File: config.mk
export PLATFORM = sky130hd
export DESIGN_NAME = cen_code
export DESIGN_NICKNAME = d
export VERILOG_FILES = /design/src/hw/rtl/cen_pkg.sv /design/src/hw/rtl/cen_code.sv
export SDC_FILE = /design/constraint.sdc
export NUM_CORES = 2
export LEC_CHECK = 0
export ABC_AREA = 1
export BUFFER_PORTS_ARGS = -buffer_cell sky130_fd_sc_hd__buf_2
export CAP_MARGIN = 20
export CORE_UTILIZATION = 50
export DETAILED_ROUTE_END_ITERATION = 10
export PLACE_DENSITY_LB_ADDON = 0.25
export SETUP_SLACK_MARGIN = 0.5
export SLEW_MARGIN = 40
export SYNTH_ARGS = -nofsm -noshare
export SYNTH_HDL_FRONTEND = slang
export SYNTH_SLANG_ARGS = --single-unit
File: constraint.sdc
create_clock -name vclk -period 9.4
set_input_delay 1.88 -clock vclk [all_inputs]
set_output_delay 1.88 -clock vclk [all_outputs]
set_load 0.01 [all_outputs]
File: src/hw/rtl/cen_pkg.sv
// Census transform package: item types, register indexes, reset values and
// the tap bundle passed from the window to the code logic. No dependencies.
package cen_pkg;

    localparam int PIX_W  = 16;
    localparam int CODE_W = 16;
    localparam int COL_W  = 11;
    localparam int ROW_W  = 12;
    localparam int CFG_W  = 16;
    localparam int CIDX_W = 2;
    localparam int IW_W   = 12;
    localparam int GAIN_W = 16;
    localparam int FRAC_W = 12;   // Q4.12 gains
    localparam int NB_N   = 8;

    localparam logic [CIDX_W-1:0] REG_IMAGE_WIDTH  = 2'd0;
    localparam logic [CIDX_W-1:0] REG_MODE_TWO_BIT = 2'd1;
    localparam logic [CIDX_W-1:0] REG_UPPER_GAIN   = 2'd2;
    localparam logic [CIDX_W-1:0] REG_LOWER_GAIN   = 2'd3;

    localparam logic [IW_W-1:0]   RST_IMAGE_WIDTH = 12'd640;
    localparam logic [GAIN_W-1:0] RST_UPPER_GAIN  = 16'd4506;
    localparam logic [GAIN_W-1:0] RST_LOWER_GAIN  = 16'd3686;
    localparam int                MIN_WIDTH       = 3;

    typedef struct packed {
        logic [PIX_W-1:0] pixel;
        logic             frame_start;
    } cen_in_t;

    typedef struct packed {
        logic [CODE_W-1:0] code;
        logic [COL_W-1:0]  center_col;
        logic [ROW_W-1:0]  center_row;
    } cen_out_t;

    // neighbours in census order, plus the centre
    typedef struct packed {
        logic [NB_N-1:0][PIX_W-1:0] nb;
        logic [PIX_W-1:0]           ctr;
    } cen_taps_t;

    typedef struct packed {
        logic             mode_two_bit;
        logic [GAIN_W-1:0] upper_gain;
        logic [GAIN_W-1:0] lower_gain;
    } cen_code_cfg_t;

endpackage

File: src/hw/rtl/cen_code.sv
// Census code logic: one-bit greater-than or two-bit ternary compare of the
// eight neighbours against the centre. Uses cen_pkg.
module cen_code
    import cen_pkg::*;
(
    input  cen_taps_t         taps,
    input  cen_code_cfg_t     cfg,
    output logic [CODE_W-1:0] code
);

    localparam int PROD_W = PIX_W + GAIN_W;

    logic [PROD_W-1:0] up_thr;
    logic [PROD_W-1:0] lo_thr;
    logic [PROD_W-1:0] lhs [NB_N];
    logic [NB_N-1:0]   gt_ctr;
    logic [NB_N-1:0]   gt_up;
    logic [NB_N-1:0]   gt_lo;

    assign up_thr = PROD_W'(taps.ctr) * PROD_W'(cfg.upper_gain);
    assign lo_thr = PROD_W'(taps.ctr) * PROD_W'(cfg.lower_gain);

    always_comb begin
        for (int k = 0; k < NB_N; k++) begin
            lhs[k]    = PROD_W'(taps.nb[k]) << FRAC_W;
            gt_ctr[k] = taps.nb[k] > taps.ctr;
            gt_up[k]  = lhs[k] > up_thr;
            gt_lo[k]  = lhs[k] > lo_thr;
        end
    end

    always_comb begin
        code = '0;
        for (int k = 0; k < NB_N; k++) begin
            if (cfg.mode_two_bit) begin
                code[2*k +: 2] = gt_up[k] ? 2'd2 : (gt_lo[k] ? 2'd1 : 2'd0);
            end else begin
                code[k] = gt_ctr[k];
            end
        end
    end

endmodule

# ---- Word level (Yosys, flattened, before mapping)
# Index checks and enable logic that the tools add are counted.
dict set report op_classes {
  n_addsub 0
  mul 2
  div_mod_pow 0
  order_cmp 24
  eq_ne 0
  n_shift 0
  n_mux 28
  bitwise_logic 0
  reduce_logical 0
}
# operator count
set op_table {}
lappend op_table {{$gt A28 B32 Y1} 16}
lappend op_table {{$gt A16 B16 Y1} 8}
lappend op_table {{$mul A16 B16 Y32} 2}
lappend op_table {{$mux W2} 12}
lappend op_table {{$mux W1} 16}
dict set report totals {
  reg_bits 0
  latchBits 0
  ram_bits 0
  mem_bits_ro 0
  input_bits 177
  output_inout_bits 16
  elab_cells 54
  mem_count 0
}

# ---- Logic depth before layout (Yosys ltp)
dict set report logic_depth {
  word_depth 5
  depth_mapped 39
  mapped_depth_nobuf 36
}

# ---- Least setup slack after synthesis
# No wires, ideal clock.
dict set report synth_timing {
  path_type {input port to output port}
  from {in cfg[25] in the netlist's numbering}
  to {out code[8]}
  arrival_ns 8.074
  t_required_ns 7.520
  path_slack_ns -0.554
  path_stages 33
  n_path_buf 2
  cell_sequence {clkbuf_1 > clkbuf_1 > nand2_1 > fa_1 > inv_1 > fa_1 > inv_1 > fa_1 > inv_1 > fa_1 > fa_1 > inv_1 > fa_1 > inv_1 > ha_1 > nand2_1 > inv_1 > nand2_1 > nand2_1 > nand2_1 > nand2_1 > a31oi_1 > xor2_1 > ha_1 > a21oi_1 > o21ai_0 > nand3_1 > nand3_1 > nand2_1 > nand3_1 > nand2_1 > inv_1 > nor2_1}
}
dict set report synth_between {
  elab_chain_cells 4
}
# item line
set synth_lines {}
lappend synth_lines {{start, declared} cen_code.sv:7} ;# input cen_code_cfg_t cfg,
lappend synth_lines {{$mul A16 B16 Y32} cen_code.sv:20} ;# assign up_thr = PROD_W'(taps.ctr) * PROD_W'(cfg.upper_gain);
lappend synth_lines {{$gt A28 B32 Y1} cen_code.sv:27} ;# gt_up[k] = lhs[k] > up_thr;
lappend synth_lines {{$mux W2} cen_code.sv:36} ;# code[2*k +: 2] = gt_up[k] ? 2'd2 : (gt_lo[k] ? 2'd1 : 2'd0);
lappend synth_lines {{$mux W2} cen_code.sv:35} ;# if (cfg.mode_two_bit) begin
lappend synth_lines {{end, declared} cen_code.sv:8} ;# output logic [CODE_W-1:0] code
# No other way between the ends.

# ---- Worst setup path in the final report
dict set report layout_timing {
  from {in taps[9] in the netlist's numbering}
  to {out code[4]}
}
dict set report layout_between {
  elab_chain_cells 5
  elab_cells_between_ends 8
  classes_between {mul (2); order compare (3); mux (3)}
}
# item line
set layout_lines {}
lappend layout_lines {{start, declared} cen_code.sv:6} ;# input cen_taps_t taps,
lappend layout_lines {{$mul A16 B16 Y32} cen_code.sv:21} ;# assign lo_thr = PROD_W'(taps.ctr) * PROD_W'(cfg.lower_gain);
lappend layout_lines {{$gt A28 B32 Y1} cen_code.sv:28} ;# gt_lo[k] = lhs[k] > lo_thr;
lappend layout_lines {{$mux W1} cen_code.sv:36}
lappend layout_lines {{$mux W2} cen_code.sv:36}
lappend layout_lines {{$mux W1 *} cen_code.sv:35}
# Mark *: on every way between the ends. The rest lies on a longest branch, timed or not.

==> flow_metrics.tcl <==
set metrics [dict create \
    status "finished with violations" \
    failed_checks "negative setup slack" \
    die_h_um 240 \
    cp_slowest_cell "fa_2" \
    grt_usage 0.389 \
    hold_end "code[5]" \
    routedWlPerCell_um 19.9 \
    crit_path_start_kind "primary input" \
    grt_overflow 0 \
    drc 0 \
    chipWidth_um 240 \
    path_class "primary input to output port" \
    postRouteAntennaNets 0 \
    final-setup-viol-count 16 \
    rsz0062_at_grt "yes" \
    grt_pass1_wl_um 171000 \
    port_buffers 193 \
    relSlewSlack 0.331 \
    critPathMaxFanout 7 \
    synth-xor-area-share 0.00987 \
    areaGrowthSynthToFinish_pct 41.0 \
    required_ns 7.52 \
    drv_slew 0 \
    synthAdderAreaFrac 0.478 \
    row_count 86 \
    flops_and_latches 0 \
    num_vias 31600 \
    sequential_cell_area_um2 0 \
    antenna_found_initial 12 \
    avgSynthCellArea_um2 6.51 \
    netlist_instances 4363 \
    synth_top_family_by_area "adder cells" \
    drt_iter0_drc 2342 \
    synthesis.nets 5392 \
    whs_path_depth 4 \
    multi_input_area_um2 28100 \
    synthSimpleGateAreaFrac 0.299 \
    nClkBuffers 0 \
    die_area_um2 57700 \
    grt_max_degree 19 \
    ys_seq_area_frac 0 \
    timing.final.crit_share 1.06 \
    drive_gt1_frac 0.321 \
    dp_hpwl_um 93300 \
    wl_um 116000 \
    nets 6095 \
    viasPerCell 5.43 \
    cp_common_cell "nand2_2" \
    gp_congestion 1.06 \
    cap_viol_max_count 0 \
    grt_pass1_vias 30700 \
    drtPass1Iterations 5 \
    ys.warnings.count 0 \
    synth_compound_area_frac 0.0605 \
    crit_path_end_kind "output port" \
    tightest_slew_ns 0.998 \
    tns_ns -8.93 \
    initial_core_util 0.510 \
    synth_top_area_frac 0.274 \
    hp-class "primary input to output port" \
    synth.area.top_cells "fa_1, ha_1, nand2_1, inv_1, nand3_1" \
    synth_cell_type_count 47 \
    core_um2 55600 \
    synth_area_um2 28400 \
    synth_top_area_cell "fa_1" \
    max_freq_mhz 100 \
    min_from "cfg[32]" \
    worstPathArrival_ns 8.12 \
    setup_ws_ns -0.603 \
    post-route-min-period_ns 10.00 \
    synth.area.mux_share 0 \
    io_pins 193 \
    report.final.hold_viol_count 0 \
    max_stage_delay_ns 0.58 \
    fill_cells 4497 \
]
[worst max-delay path: cells and delay by family]
kind | cells | cell delay (ns)
buffers and inverters | 9 | 0.86
and+or+nand+nor | 16 | 1.85
adders and majority gates | 7 | 3.52
[metrics by stage]
stage | cell area, um^2 | std cells | setup slack (ns) | utilization | hold slack [ns]
CTS | 37200 | 5740 | -0.528 | 0.669 | 4.26
floorplan | 29600 | 4363 | 0.0644 | - | 3.87
finish | 40000 | 5820 | -0.603 | 0.719 | 4.28
detailed placement | 34600 | 5700 | -1.14 | 0.623 | 4.28
global placement | 34600 | 5698 | -1.12 | 0.622 | 4.28
global route | 40000 | 5816 | -0.832 | 0.719 | 4.29
[cell usage in the layout, fill, tap and decap left out, drive strengths merged]
cell     count
a31oi        3
a211oi       3
ha         464
nand3b      11
nor3        28
or2          1
and2         2
o21ai       74
o22ai        1
nor2       200
a21boi       4
a21o         2
o21bai       6
xor2        17
nor4         7
o311ai       2
o221ai       2
o211ai       4
or3          1
nor4b        1
o2111ai      7
buf        818
a221oi       5
nand4       49
and3         1
bufbuf       1
a21oi      162
o31ai        2
inv       1019
clkinv       1
o21a        28
nand2     1408
clkbuf      13
diode        8
fa         388
nand3      314
xnor2       15
[logic make-up after synthesis]
group,count (synthesis)
adder cells (fa/ha/maj),852
AND/OR/NAND/NOR,2023
XOR/XNOR,32
AO/OA/AOI/OAI,305
buffers and inverters,1151
[what timing repair did]
item                                    4_1_cts  5_1_grt
pin swaps                                   223      353
cloned                                        3        6
endpoints found under the setup margin       16       16
resized for setup                           527      543
buffers inserted                             37       66
hold buffers                                  0        0
[layout make-up]
class | count | share of cell area
Antenna cell | 8 | 0.000500
Multi-Input combinational cell | 3212 | 0.702
Inverter | 1020 | 0.0960
Tap cell | 748 | 0.0234
Timing Repair Buffer | 832 | 0.178
[routing by layer]
metal | vias up | share of wire | track usage
li1 | 14700 | - | -
met1 | 15000 | 0.39 | 0.495
met2 | 1460 | 0.45 | 0.632
met3 | 385 | 0.093 | 0.0730
met4 | 10 | 0.065 | 0.192
met5 | - | 0.00057 | 0
[cell usage after synthesis (3+ instances only)]
cell / n
nand3_1: 309
o21ai_0: 72
nor4_1: 6
xor2_1: 17
nand3_2: 5
clkbuf_1: 128
nor3_1: 26
a21boi_0: 4
a211oi_1: 3
nand3b_1: 11
xnor2_1: 15
inv_2: 4
nand2_2: 17
nor2_2: 37
o211ai_1: 4
o21a_1: 28
a21oi_1: 161
nand4_1: 40
a221oi_1: 5
nor2_1: 162
o21bai_1: 6
nand2_1: 1389
ha_1: 464
inv_1: 1014
o2111ai_1: 7
a31oi_1: 3
fa_1: 388
nand4_2: 9
[worst max path at each step]
stage                 start       to  slack, ns
floorplan           taps[6]  code[8]       0.06
global placement    taps[4]  code[6]      -1.12
detailed placement  taps[7]  code[6]      -1.14
CTS                 taps[8]  code[0]      -0.53
global route        taps[9]  code[8]      -0.83
finish              taps[9]  code[4]      -0.60
Power is left out: the tool's default activity adds up to more than one toggle a clock period on the data nets, which glitch-free logic cannot reach.
